$ cat src/rtl/gcq_pkg.sv
// Package for the pin change qualifier.
// Register indexes, mode codes and result packing; no dependencies.
package gcq_pkg;

  localparam int unsigned CFG_INDEX_W = 3;
  localparam int unsigned CFG_DATA_W  = 8;
  localparam int unsigned SECONDS_W   = 13;
  localparam int unsigned THRESH_W    = 12;
  localparam int unsigned IN_TDATA_W  = 8;
  localparam int unsigned OUT_TDATA_W = 24;

  localparam logic [SECONDS_W-1:0] SECONDS_MAX = '1;
  localparam logic [3:0]           FRAC_LAST   = 4'd9;

  typedef enum logic [CFG_INDEX_W-1:0] {
    REG_MODE            = 3'd0,
    REG_INTERVAL        = 3'd1,
    REG_ONLY_VALUE_EN   = 3'd2,
    REG_ONLY_VALUE      = 3'd3,
    REG_KEEP_RUNNING    = 3'd4,
    REG_INVERT_SCRIPT   = 3'd5,
    REG_SCRIPT_EN       = 3'd6,
    REG_SCRIPT_STARTUP  = 3'd7
  } reg_index_t;

  typedef enum logic [1:0] {
    MODE_DIRECT   = 2'd0,
    MODE_INTERVAL = 2'd1,
    MODE_WAIT     = 2'd2,
    MODE_SPARE    = 2'd3
  } mode_t;

  // Result bit positions in m_tdata
  localparam int unsigned BIT_REPORT_VALID = 0;
  localparam int unsigned BIT_REPORT_LEVEL = 1;
  localparam int unsigned BIT_SECONDS_LO   = 2;
  localparam int unsigned BIT_SECONDS_HI   = 14;
  localparam int unsigned BIT_SCRIPT_TRIG  = 15;
  localparam int unsigned BIT_SCRIPT_LEVEL = 16;
  localparam int unsigned BIT_HALTED       = 17;
  localparam int unsigned BIT_FAST         = 18;

  typedef struct packed {
    logic                 fast_sampling;
    logic                 halted_now;
    logic                 script_level;
    logic                 script_trigger;
    logic [SECONDS_W-1:0] report_seconds;
    logic                 report_level;
    logic                 report_valid;
  } result_t;

endpackage

$ cat src/rtl/gpio_change_qualifier.sv
// Pin change qualifier: one pin sample in, one result out per transaction.
// The result of an accepted sample is registered in the output register.
// Throughput: one sample per cycle; the output register stalls the input only
// while a held result is not taken.
// Reset (rst, synchronous): output register empty, registers and state cleared,
// first-sample flag set.
// Depends on gcq_pkg.
module gpio_change_qualifier #(
  parameter int unsigned COUNT_WIDTH = 16
) (
  input  logic                                clk,
  input  logic                                rst,
  input  logic                                s_tvalid,
  output logic                                s_tready,
  input  logic [gcq_pkg::IN_TDATA_W-1:0]      s_tdata,   // [0] level, rest zero
  output logic                                m_tvalid,
  input  logic                                m_tready,
  // [0] report_valid, [1] report_level, [14:2] report_seconds, [15] script_trigger,
  // [16] script_level, [17] halted_now, [18] fast_sampling, rest zero
  output logic [gcq_pkg::OUT_TDATA_W-1:0]     m_tdata,
  input  logic                                cfg_we,
  input  logic [gcq_pkg::CFG_INDEX_W-1:0]     cfg_index,
  input  logic [gcq_pkg::CFG_DATA_W-1:0]      cfg_data
);

  localparam int unsigned CMP_W =
    (COUNT_WIDTH > gcq_pkg::THRESH_W) ? COUNT_WIDTH : gcq_pkg::THRESH_W;
  localparam int unsigned PAD_W = gcq_pkg::OUT_TDATA_W - $bits(gcq_pkg::result_t);

  // Configuration
  gcq_pkg::mode_t mode;
  logic [7:0]     interval_seconds;
  logic           only_value_enable;
  logic           only_value;
  logic           keep_running;
  logic           invert_script_value;
  logic           script_enable;
  logic           script_at_startup;

  // State
  logic                   first_sample, first_sample_next;
  logic                   last_level, last_level_next;
  logic [COUNT_WIDTH-1:0] tick_count, tick_count_next;
  logic                   fast_rate, fast_rate_next;
  logic                   stopped, stopped_next;
  // tick_count/10 kept alongside the counter
  logic [gcq_pkg::SECONDS_W-1:0] sec_count, sec_count_next;
  logic [3:0]                    sec_frac, sec_frac_next;

  gcq_pkg::result_t res;
  logic             accept;
  logic             level;

  logic [gcq_pkg::THRESH_W-1:0] thresh;
  logic [COUNT_WIDTH-1:0]       tc_inc;
  logic                         can_inc;

  assign level    = s_tdata[0];
  assign s_tready = !m_tvalid || m_tready;
  assign accept   = s_tvalid && s_tready;

  assign thresh  = {interval_seconds, 3'b000} + {2'b00, interval_seconds, 1'b0};
  assign can_inc = (tick_count != '1);
  assign tc_inc  = can_inc ? tick_count + 1'b1 : tick_count;

  always_ff @(posedge clk) begin
    if (rst) begin
      mode                <= gcq_pkg::MODE_DIRECT;
      interval_seconds    <= '0;
      only_value_enable   <= 1'b0;
      only_value          <= 1'b0;
      keep_running        <= 1'b0;
      invert_script_value <= 1'b0;
      script_enable       <= 1'b0;
      script_at_startup   <= 1'b0;
    end else if (cfg_we) begin
      unique case (gcq_pkg::reg_index_t'(cfg_index))
        gcq_pkg::REG_MODE:           mode <= gcq_pkg::mode_t'(cfg_data[1:0]);
        gcq_pkg::REG_INTERVAL:       interval_seconds <= cfg_data;
        gcq_pkg::REG_ONLY_VALUE_EN:  only_value_enable <= cfg_data[0];
        gcq_pkg::REG_ONLY_VALUE:     only_value <= cfg_data[0];
        gcq_pkg::REG_KEEP_RUNNING:   keep_running <= cfg_data[0];
        gcq_pkg::REG_INVERT_SCRIPT:  invert_script_value <= cfg_data[0];
        gcq_pkg::REG_SCRIPT_EN:      script_enable <= cfg_data[0];
        gcq_pkg::REG_SCRIPT_STARTUP: script_at_startup <= cfg_data[0];
        default: ;
      endcase
    end
  end

  always_comb begin
    logic ll;
    logic qual;
    logic do_inc;
    logic do_clr;
    logic wait_mode;
    logic v;

    first_sample_next = first_sample;
    last_level_next   = last_level;
    tick_count_next   = tick_count;
    fast_rate_next    = fast_rate;
    stopped_next      = stopped;
    sec_count_next    = sec_count;
    sec_frac_next     = sec_frac;
    res               = '0;
    ll                = first_sample ? level : last_level;
    qual              = 1'b0;
    do_inc            = 1'b0;
    do_clr            = 1'b0;
    wait_mode         = (mode == gcq_pkg::MODE_WAIT);
    v                 = wait_mode ? ~level : level;

    if (stopped) begin
      res.halted_now = 1'b1;
    end else begin
      first_sample_next = 1'b0;
      last_level_next   = ll;
      if (first_sample && script_at_startup) begin
        res.script_trigger = 1'b1;
        res.script_level   = level ^ invert_script_value;
      end

      if (level != ll) begin
        case (mode)
          gcq_pkg::MODE_WAIT: begin
            fast_rate_next = 1'b1;
            do_inc         = 1'b1;
          end
          gcq_pkg::MODE_INTERVAL: begin
            fast_rate_next = 1'b1;
            do_inc         = 1'b1;
            qual = (CMP_W'(tc_inc) > CMP_W'(thresh));
          end
          default: qual = 1'b1;
        endcase
      end else if (tick_count != '0) begin
        if (wait_mode) begin
          qual = 1'b1;
        end else if (mode == gcq_pkg::MODE_INTERVAL) begin
          do_clr         = 1'b1;
          fast_rate_next = 1'b0;
        end
      end

      if (qual) begin
        if (!only_value_enable) begin
          res.report_valid   = 1'b1;
          res.report_level   = v;
          res.report_seconds = wait_mode ? sec_count : '0;
          if (script_enable) begin
            res.script_trigger = 1'b1;
            res.script_level   = v ^ invert_script_value;
          end
          if (!keep_running) begin
            stopped_next = 1'b1;
          end else begin
            do_clr          = 1'b1;
            last_level_next = v;
            fast_rate_next  = 1'b0;
          end
        end else if (level == only_value) begin
          res.report_valid = 1'b1;
          res.report_level = level;
          if (!keep_running) begin
            stopped_next = 1'b1;
          end else begin
            do_clr          = 1'b1;
            last_level_next = level;
            fast_rate_next  = 1'b0;
          end
        end else begin
          last_level_next = level;
        end
        if (wait_mode && !stopped_next) begin
          do_clr         = 1'b1;
          fast_rate_next = 1'b0;
        end
      end

      if (do_clr) begin
        tick_count_next = '0;
        sec_count_next  = '0;
        sec_frac_next   = '0;
      end else if (do_inc && can_inc) begin
        tick_count_next = tc_inc;
        if (sec_frac == gcq_pkg::FRAC_LAST) begin
          sec_frac_next = '0;
          if (sec_count != gcq_pkg::SECONDS_MAX) begin
            sec_count_next = sec_count + 1'b1;
          end
        end else begin
          sec_frac_next = sec_frac + 1'b1;
        end
      end

      res.halted_now    = stopped_next;
      res.fast_sampling = stopped_next ? 1'b0 : fast_rate_next;
    end
  end

  always_ff @(posedge clk) begin
    if (rst) begin
      first_sample <= 1'b1;
      last_level   <= 1'b0;
      tick_count   <= '0;
      fast_rate    <= 1'b0;
      stopped      <= 1'b0;
      sec_count    <= '0;
      sec_frac     <= '0;
    end else if (accept) begin
      first_sample <= first_sample_next;
      last_level   <= last_level_next;
      tick_count   <= tick_count_next;
      fast_rate    <= fast_rate_next;
      stopped      <= stopped_next;
      sec_count    <= sec_count_next;
      sec_frac     <= sec_frac_next;
    end
  end

  always_ff @(posedge clk) begin
    if (rst) begin
      m_tvalid <= 1'b0;
    end else if (accept) begin
      m_tvalid <= 1'b1;
    end else if (m_tready) begin
      m_tvalid <= 1'b0;
    end
  end

  always_ff @(posedge clk) begin
    if (accept) begin
      m_tdata <= {{PAD_W{1'b0}}, res};
    end
  end

endmodule

$ cat config.mk
export PLATFORM = sky130hd
export DESIGN_NAME = gpio_change_qualifier
export DESIGN_NICKNAME = d
export VERILOG_FILES = /design/src/rtl/gcq_pkg.sv /design/src/rtl/gpio_change_qualifier.sv
export SDC_FILE = /design/constraint.sdc
export NUM_CORES = 1
export LEC_CHECK = 0
export BUFFER_PORTS_ARGS = -buffer_cell sky130_fd_sc_hd__buf_2
export CAP_MARGIN = 20
export CORE_MARGIN = 1
export CORE_UTILIZATION = 53
export DETAILED_ROUTE_END_ITERATION = 16
export PLACE_DENSITY_LB_ADDON = 0.08
export SKIP_CTS_REPAIR_TIMING = 1
export SLEW_MARGIN = 15
export SYNTH_ARGS = -nofsm -noshare
export SYNTH_HDL_FRONTEND = slang
export SYNTH_SLANG_ARGS = --single-unit
$ cat constraint.sdc
create_clock -name clk -period 4.1 [get_ports clk]
set_clock_uncertainty 0.1 [all_clocks]
set_input_delay 0.82 -clock clk [delete_from_list [all_inputs] [get_ports clk]]
set_output_delay 0.82 -clock clk [all_outputs]
set_load 0.005 [all_outputs]
# Yosys cells after proc, flatten, opt, wreduce, memory -nomap -nowiden
# Cells that the tools add are included.
# op_classes
muxes	62
n_eq_ne	14
reduce_logical	28
order_cmp	1
bitwise_logic	6
addsub	4
# ops
operator	count
two-way mux 13 bit	5
two-way mux 16 bit	3
two-way mux 1 bit	44
AND reduction 2 bit	9
two-way mux 17 bit	1
adder 16 x 1 -> 16 bit (second input constant)	1
> comparator 16 x 12 -> 1 bit	1
inequality test 16 bit (second input constant)	1
nonzero test 16 bit	1
two-way mux 15 bit	1
adder 13 x 1 -> 13 bit (second input constant)	1
inequality test 13 bit (second input constant)	1
adder 11 x 9 -> 12 bit	1
equality test 3 bit (second input constant)	4
two-way mux 4 bit	3
two-way mux 2 bit	4
nonzero test 2 bit	4
equality test 3 x 2 -> 1 bit (second input constant)	2
OR reduction 2 bit	3
AND reduction 5 bit	1
adder 4 x 1 -> 4 bit (second input constant)	1
equality test 4 bit (second input constant)	1
logical AND 1 bit	4
NOT 1 bit	4
other kinds (12)	14
# word_totals
output_inout_bits	26
inputBits	24
elab_cells	136
register_bits	73

# Logic depth before layout (Yosys ltp)
# Gate-level depths: netlist of the first run.
# depth
ltp_word	15
depth_mapped	18

# Worst setup path after synthesis of the first run
# No wires, ideal clock.
# synth_path
kind	reg-to-reg
start	register tick_count[0]
end	register sec_frac[1]
path_slack_ns	0.329
arrival_time_ns	3.600
path_buffers	0
required_time_ns	3.929
period_less_slack_ns	3.771
stages_incl_launch_ff	16
cell_sequence	dfxtp_1 -> ha_1 -> nand4_2 -> nor4_4 -> nor2_1 -> nand3_1 -> nor2_1 -> xor2_1 -> ha_1 -> nand4_1 -> nor4_1 -> mux2i_1 -> a21bo_1 -> o21a_4 -> or4_1 -> a21oi_1
# synth_via
elab_chain_cells	11
# synth_rtl
element	line_no	source
from (decl)	gpio_change_qualifier.sv:43	logic [COUNT_WIDTH-1:0] tick_count, tick_count_next;
from (signal assigned)	gpio_change_qualifier.sv:214	tick_count <= tick_count_next;
branches (longest 11 deep; another with adder 16 x 1 -> 16 bit)	n/a	
to (signal assigned)	gpio_change_qualifier.sv:218	sec_frac <= sec_frac_next;
to (decl)	gpio_change_qualifier.sv:48	logic [3:0] sec_frac, sec_frac_next;
# Parallel ways; which one is timed is not known. The select of a mux whose other input is x is not followed.
# A chain may end at the register's enable or synchronous reset.

# Final worst setup path of the first run
# Ends and elaborated chain as after synthesis.

==> results of run 1 <==
[registers in the layout, summed over array words and instances (netlist names)]
signal	count
m_tdata	19
tick_count	16
sec_count	13
interval_seconds	8
sec_frac	4
mode	2
fast_rate	1
first_sample	1
invert_script_value	1
keep_running	1
last_level	1
m_tvalid	1
only_value	1
only_value_enable	1
script_at_startup	1
script_enable	1
stopped	1
[area by class of cell]
type | count | share of cell area
sequential | 73 | 0.338
inverter | 23 | 0.0177
timing repair buffer | 57 | 0.0686
clock inverter | 7 | 0.0159
multi-input combinational | 359 | 0.508
tap | 102 | 0.0261
clock buffer | 9 | 0.0253
[per-layer routing]
| metal | up-vias | wire length, um |
|---|---|---|
| li1 | 1819 | - |
| met1 | 1702 | 4230 |
| met2 | 99 | 4380 |
| met3 | 13 | 457 |
| met4 | 0 | 120 |
| met5 | - | 0 |
[per-stage QoR]
step,utilization,cells,instance area [um^2]
after floorplan,-,483,4320
after global placement,0.594,612,4640
after detailed placement,0.594,612,4640
after CTS,0.620,628,4840
after global routing,0.626,630,4890
final,0.626,630,4890
[cell families (layout without fill, tap and decap cells)]
| family | after synthesis | after routing |
|---|---|---|
| AO/OA/AOI/OAI | 73 | 73 |
| XOR/XNOR | 32 | 32 |
| adder cells (fa/ha/maj) | 27 | 27 |
| buffers and inverters | 51 | 96 |
| flip-flops | 73 | 73 |
| multiplexers | 20 | 20 |
| other | 1 | 5 |
| AND/OR/NAND/NOR | 202 | 202 |
[power breakdown]
group,total (uW),leakage [uW],internal (uW),switching [uW]
registers,765,0.000626,755,9.45
clock network,590,0.000100,286,303
logic,134,0.00128,56.0,78.5
[worst max-delay path, stage by stage (launching register included)]
cell and delay [ns]:
dfxtp_1 0.37, ha_1 0.26, nand4_2 0.14, nor4_4 0.06, nor2_1 0.30, nand3_1 0.20, nor2_1 0.15, xor2_1 0.23
ha_1 0.28, a211o_1 0.30, o211ai_1 0.11, o2111ai_2 0.19, a21bo_2 0.29, o21a_4 0.21, or4_1 0.50, a21oi_1 0.14
[placed cells by master (no fill, tap or decap), types with 3 or more instances in the layout]
| master | count |
|---|---|
| nand2_1 | 32 |
| a21o_1 | 3 |
| buf_4 | 20 |
| xnor2_1 | 20 |
| nor4_1 | 8 |
| ha_1 | 26 |
| and3_1 | 17 |
| o211ai_1 | 3 |
| a21oi_1 | 23 |
| a31oi_1 | 3 |
| nand3b_1 | 4 |
| a211o_1 | 3 |
| nand4_1 | 13 |
| nor3_1 | 13 |
| xor2_1 | 12 |
| conb_1 | 5 |
| mux2i_1 | 19 |
| a41o_1 | 4 |
| nor3b_1 | 4 |
| or4_1 | 3 |
| and2_1 | 3 |
| and4_1 | 4 |
| dfxtp_1 | 53 |
| nor2b_1 | 8 |
| nor2_1 | 45 |
| clkbuf_8 | 9 |
| inv_1 | 22 |
| nand3_1 | 30 |
| edfxtp_1 | 19 |
| o21ai_0 | 8 |
| nand2b_1 | 4 |
| buf_2 | 37 |
| nand4b_1 | 3 |
| o32ai_1 | 4 |
[worst max path at each step]
stage,end
finish,sec_frac[1]$_SDFFE_PP0P_
global route,sec_frac[1]$_SDFFE_PP0P_
CTS,sec_frac[1]$_SDFFE_PP0P_
detailed placement,sec_frac[1]$_SDFFE_PP0P_
global placement,sec_frac[1]$_SDFFE_PP0P_
floorplan,sec_frac[1]$_SDFFE_PP0P_
==> qor.txt, run 1 <==
via count: 3633
crit path from: tick_count[0]$_SDFFE_PP0P_
Tcrit/Tclk final: 0.949
count leader, synth: dfxtp_1
Port Buffer Count: 37
setup tns final: 0 ns
crit path max fanout: 6
FF-to-FF setup slack: 0.21 ns
grt met2 use: 0.377
Root Buffer: clkbuf_8
CTS tree: done
area of the multi-input gates: 2480 um^2
final WL: 9190 um
initial antenna violation count: 0
Slew @ Worst Pin: 0.724 ns
Synth area leaders: dfxtp_1 25%, edfxtp_1 13%, ha_1 7.6%, mux2i_1 4.4%, xnor2_1 4.1%
Synth Flop Type: dfxtp_1
DPL Wire Length: 6770 um
Cell Rows: 32
post-synthesis cell count: 479
clock period minus worst slack: 3.89 ns
Die H: 92.1 um
largest net degree at the start of global routing: 31
Peak VDD IR: 0.164 mV
Global Route met3 Usage: 0.0464
FF-to-FF End: sec_frac[1]$_SDFFE_PP0P_
total power after layout: 1490 uW
Post-Syn Area: 4310 um^2
Yosys top cell by area: dfxtp_1
drt initial violations: 164
Synth Area per Inst: 8.99 um^2
post-place setup slack: 0.0449 ns
end point of the worst hold path: fast_rate$_SDFFE_PP0P_
vias in the first global route: 3249
f_max: 257 MHz
max-slew headroom at the worst pin: 0.516
crit path capture type: register
Startpoint Class: register
outcome: completed
critical path arrival: 4.08 ns
register area: 1650 um^2
CTS buffer count: 9
via density per instance: 5.77
number of remaining DRC errors: 0
Die Wd: 92.1 um
Synth Area in Compound Gates: 0.121
Core Area: 7810 um^2
first-pass GRT wire length: 15700 um
RSZ-0062 raised after global routing: no
WHS Path Cells: 2
Max-Cap Viols: 0
starting density of the core: 0.551
fin nets: 574
Synth Area in Adders: 0.0802
clock slew at the register clock pins of the worst setup and hold paths: 0.09 ns
post-synth top area share: 0.251
Area Growth Syn to Fin: 13.5%
GRT Resource Usage Total: 0.231
distinct cell type count after synthesis: 64
Synth Register Bits: 73
gr ovfl total: 0
register area share after synthesis: 0.384
leak pwr: 0.00200 uW
Fillers: 688
worst path required time: 4.29 ns
Synthesis Warnings: 0
setup slack after layout: 0.207 ns
First-pass DRT Iterations: 6
layout cells sized above 1: 0.178
Async S/R FF share, synth: 0
reg2reg start: tick_count[0]$_SDFFE_PP0P_
max-slew violation count: 0
gr busiest metal: met2
clk sinks: 73
worst r2r path cells: 15
XOR/XNOR Fraction of Synth Area: 0.0651
Setup Viol. Count Final: 0
Hold Path Class: register to register
critical path class: register to register
post-synthesis mux area share: 0.0468
Avg WL per Cell: 14.6 um
number of synthesized flops with an enable pin: 19
Ports: 50
largest family of logic cells by synthesized area: simple AND/OR/NAND/NOR gates
Antenna Violating Nets Remaining: 0
Post-synth top cells: 54 x dfxtp_1, 46 x nor2_1, 32 x nand2_1
Final Hold Viols: 0
Max Root-Sink Buffers: 2
M1 GR Usage: 0.310
Die ar.: 8490 um^2
Worst Hold Launch: fast_rate$_SDFFE_PP0P_
Clock Latency Late Sink: 0.36 ns
H-tree depth: 3
PD cells: 305 nW/um^2
hold slack final: 0.378 ns
routability-driven placement congestion ratio: 0.947
Simple-Gate Fraction of Synth Area: 0.251
ANT cells: 0
Power figures use the tool's default switching activity.
==> run 2, diff against run 1 <==
--- a/config.mk
+++ b/config.mk
@@ -7,8 +7,10 @@
 export LEC_CHECK = 0
 export BUFFER_PORTS_ARGS = -buffer_cell sky130_fd_sc_hd__buf_2
 export CAP_MARGIN = 20
+export CELL_PAD_IN_SITES_DETAIL_PLACEMENT = 0
+export CELL_PAD_IN_SITES_GLOBAL_PLACEMENT = 1
 export CORE_MARGIN = 1
-export CORE_UTILIZATION = 53
+export CORE_UTILIZATION = 41
 export DETAILED_ROUTE_END_ITERATION = 16
 export PLACE_DENSITY_LB_ADDON = 0.08
 export SKIP_CTS_REPAIR_TIMING = 1
==> run 2 against run 1 <==
Against the previous run: clock power up 9.0%; largest power group unchanged; highest routed layer unchanged; non-clock buffer count up 2; first-iteration DRC count down 21%; final cell count up 5.7%; via count down 1.4%; combinational power down 3%; setup slack better by 0.026 ns; maximum frequency up 0.67%; final area up 2.4%; global-route usage down 4.6 points; register-to-register slack better by 0.03 ns.
==> qor.txt, run 2 (synthesis results as in run 1) <==
outcome: completed
Worst path max stage delay: 0.51 ns (about the same)
Max Root-Sink Buffers: 2 (unchanged)
worst path required time: 4.28 ns (about the same)
CP cell instances: ha_4, fa_2, a21oi_2, nor2_1, nor2_2, nor2b_1, o21ai_1, nand2b_1, xnor2_1, ha_1, nand4_1, nor4_1, mux2i_1, a21bo_2, o21a_4, or4_4, a21oi_2
critical path arrival: 4.05 ns (-0.03 ns)
critical path class: register to register
initial antenna violation count: 0 (unchanged)
CTS buffer count: 9 (unchanged)
First-pass DRT Iterations: 4 (-2)
Post-Layout Cell Count: 666 (+5.7%)
Avg WL per Cell: 14.6 um (+0.17%)
Final Hold Viols: 0 (unchanged)
f_max: 259 MHz (+0.67%)
routability-driven placement congestion ratio: 0.820 (-13%)
starting density of the core: 0.421 (-0.131)
Die Wd: 104 um (+13%)
largest net degree at the start of global routing: 31 (unchanged)
Port Buffer Count: 37 (unchanged)
Clock Latency Late Sink: 0.35 ns (about the same)
ANT cells: 0 (unchanged)
first-pass GRT wire length: 16200 um (+3.3%)
Top Family by Delay on Critical Path: simple AND/OR/NAND/NOR gates
buffer and inverter count on the worst path: 0 (unchanged)
Hold Path Class: register to register
max FFs per register: 19 (unchanged)
most frequent cells in the layout: 47 x dfxtp_1, 45 x nor2_1, 37 x buf_2
GRT Resource Usage Total: 0.185 (-0.0460)
Tcrit/Tclk final: 0.943 (-0.00635)
leak pwr: 0.00202 uW (+0.94%)
vias in the first global route: 3298 (+1.5%)
Largest regs: m_tdata: 19 flops, tick_count: 16 flops, sec_count: 13 flops
Slew @ Worst Pin: 0.753 ns (+0.0289 ns)
RSZ-0062 raised after global routing: yes
CTS tree: done
Die ar.: 10900 um^2 (+29%)
largest register by flop count: m_tdata
gr ovfl total: 0 (unchanged)
PD cells: 307 nW/um^2 (+0.91%)
clock period minus worst slack: 3.87 ns (-0.0260 ns)
Fillers: 1008 (+47%)
H-tree depth: 3 (unchanged)
Antenna Violating Nets Remaining: 0 (unchanged)
crit path max fanout: 4 (-2)
Core Area: 10200 um^2 (+31%)
max-slew headroom at the worst pin: 0.497 (-0.0193)
commonest non-fill, non-tap cell in the layout: dfxtp_1
layout cells sized above 1: 0.200 (+0.0220)
Area Growth Syn to Fin: 16.2%
register area: 1660 um^2 (+0.61%)
Placed Instances: 649 (+6.0%)
total power after layout: 1540 uW (+3.3%)
Ports: 50 (unchanged)
Cell Rows: 37 (+16%)
Peak VDD IR: 0.174 mV (+6.2%)
clk sinks: 73 (unchanged)
clock slew at the register clock pins of the worst setup and hold paths: 0.09 ns (about the same)
via density per instance: 5.38 (-6.8%)
DPL Wire Length: 7180 um (+6.0%)
area of the multi-input gates: 2510 um^2 (+0.96%)
setup slack after layout: 0.233 ns (+0.0260 ns)
number of remaining DRC errors: 0 (unchanged)
max-slew violation count: 0 (unchanged)
Startpoint Class: register
via count: 3581 (-1.4%)
final WL: 9730 um (+5.9%)
drt initial violations: 129 (-21%)
Max-Cap Viols: 0 (unchanged)
Root Buffer: clkbuf_8
fin nets: 576 (+0.35%)
post-place setup slack: 0.0611 ns (+0.0162 ns)
Die H: 104 um (+13%)
Worst path most repeated cell: a21oi_2
Critical Path Slowest Stage Cell: or4_4
Setup Viol. Count Final: 0 (unchanged)
crit path capture type: register
-- run 2: cell types whose count changed in the layout (fill, tap and decap cells not counted), moves of 2 or more --
| cell | change |
|---|---|
| a21oi_1 | -2 |
| a21oi_2 | +2 |
| buf_4 | +2 |
| dfxtp_1 | -6 |
| dfxtp_2 | +5 |
| o21ai_0 | -2 |
| o21ai_1 | +2 |
-- run 2: routing by layer --
layer / vias to the layer above / GRT usage / wire (um)
met1: 1682 / 0.244 / 4730
met3: 10 / 0.0376 / 342
met4: 0 / 0.0561 / 138
met5: - / 0 / 0
li1: 1821 / - / -
met2: 68 / 0.303 / 4510
-- run 2: final cells by class --
| cell class | instances | share of cell area |
|---|---|---|
| multi-input combinational | 359 | 0.501 |
| sequential | 73 | 0.332 |
| timing repair buffer | 59 | 0.0700 |
| tap | 136 | 0.0340 |
| clock buffer | 9 | 0.0248 |
| clock inverter | 7 | 0.0203 |
| inverter | 23 | 0.0173 |
-- run 2: report_power, final --
group	internal [uW]	switching, uW
Clock	348	295
Sequential	755	9.52
Combinational	51.9	78.2
Total	1150	383
-- run 2: path summary, 6_finish.rpt --
kind                                          from                  endpoint  slack [ns]  cells after the start
setup reg to reg  interval_seconds[2]$_SDFFE_PP0P_  sec_frac[1]$_SDFFE_PP0P_        0.23                     17
hold / removal              fast_rate$_SDFFE_PP0P_    fast_rate$_SDFFE_PP0P_        0.39                      2
setup / recovery  interval_seconds[2]$_SDFFE_PP0P_  sec_frac[1]$_SDFFE_PP0P_        0.23                     17
hold reg to reg             fast_rate$_SDFFE_PP0P_    fast_rate$_SDFFE_PP0P_        0.39                      2
-- run 2: metrics by stage --
step,TNS [ns],hold WS (ns),instance area [um^2],utilization
after global routing,-0.410,0.433,5000,0.489
final,0,0.386,5000,0.489
after global placement,0,0.359,4700,0.460
after CTS,0,0.385,4930,0.482
after floorplan,0,0.346,4320,-
after detailed placement,0,0.372,4700,0.460
-- run 2: worst register-to-register path: cells and delay by family, from the launching register on --
| family | cells | cell delay, ns |
|---|---|---|
| simple gates | 7 | 1.39 |
| fa+ha+maj | 3 | 0.84 |
| compound gates | 5 | 0.81 |
| flops | 1 | 0.36 |
| mux | 1 | 0.16 |
| xor+xnor | 1 | 0.13 |
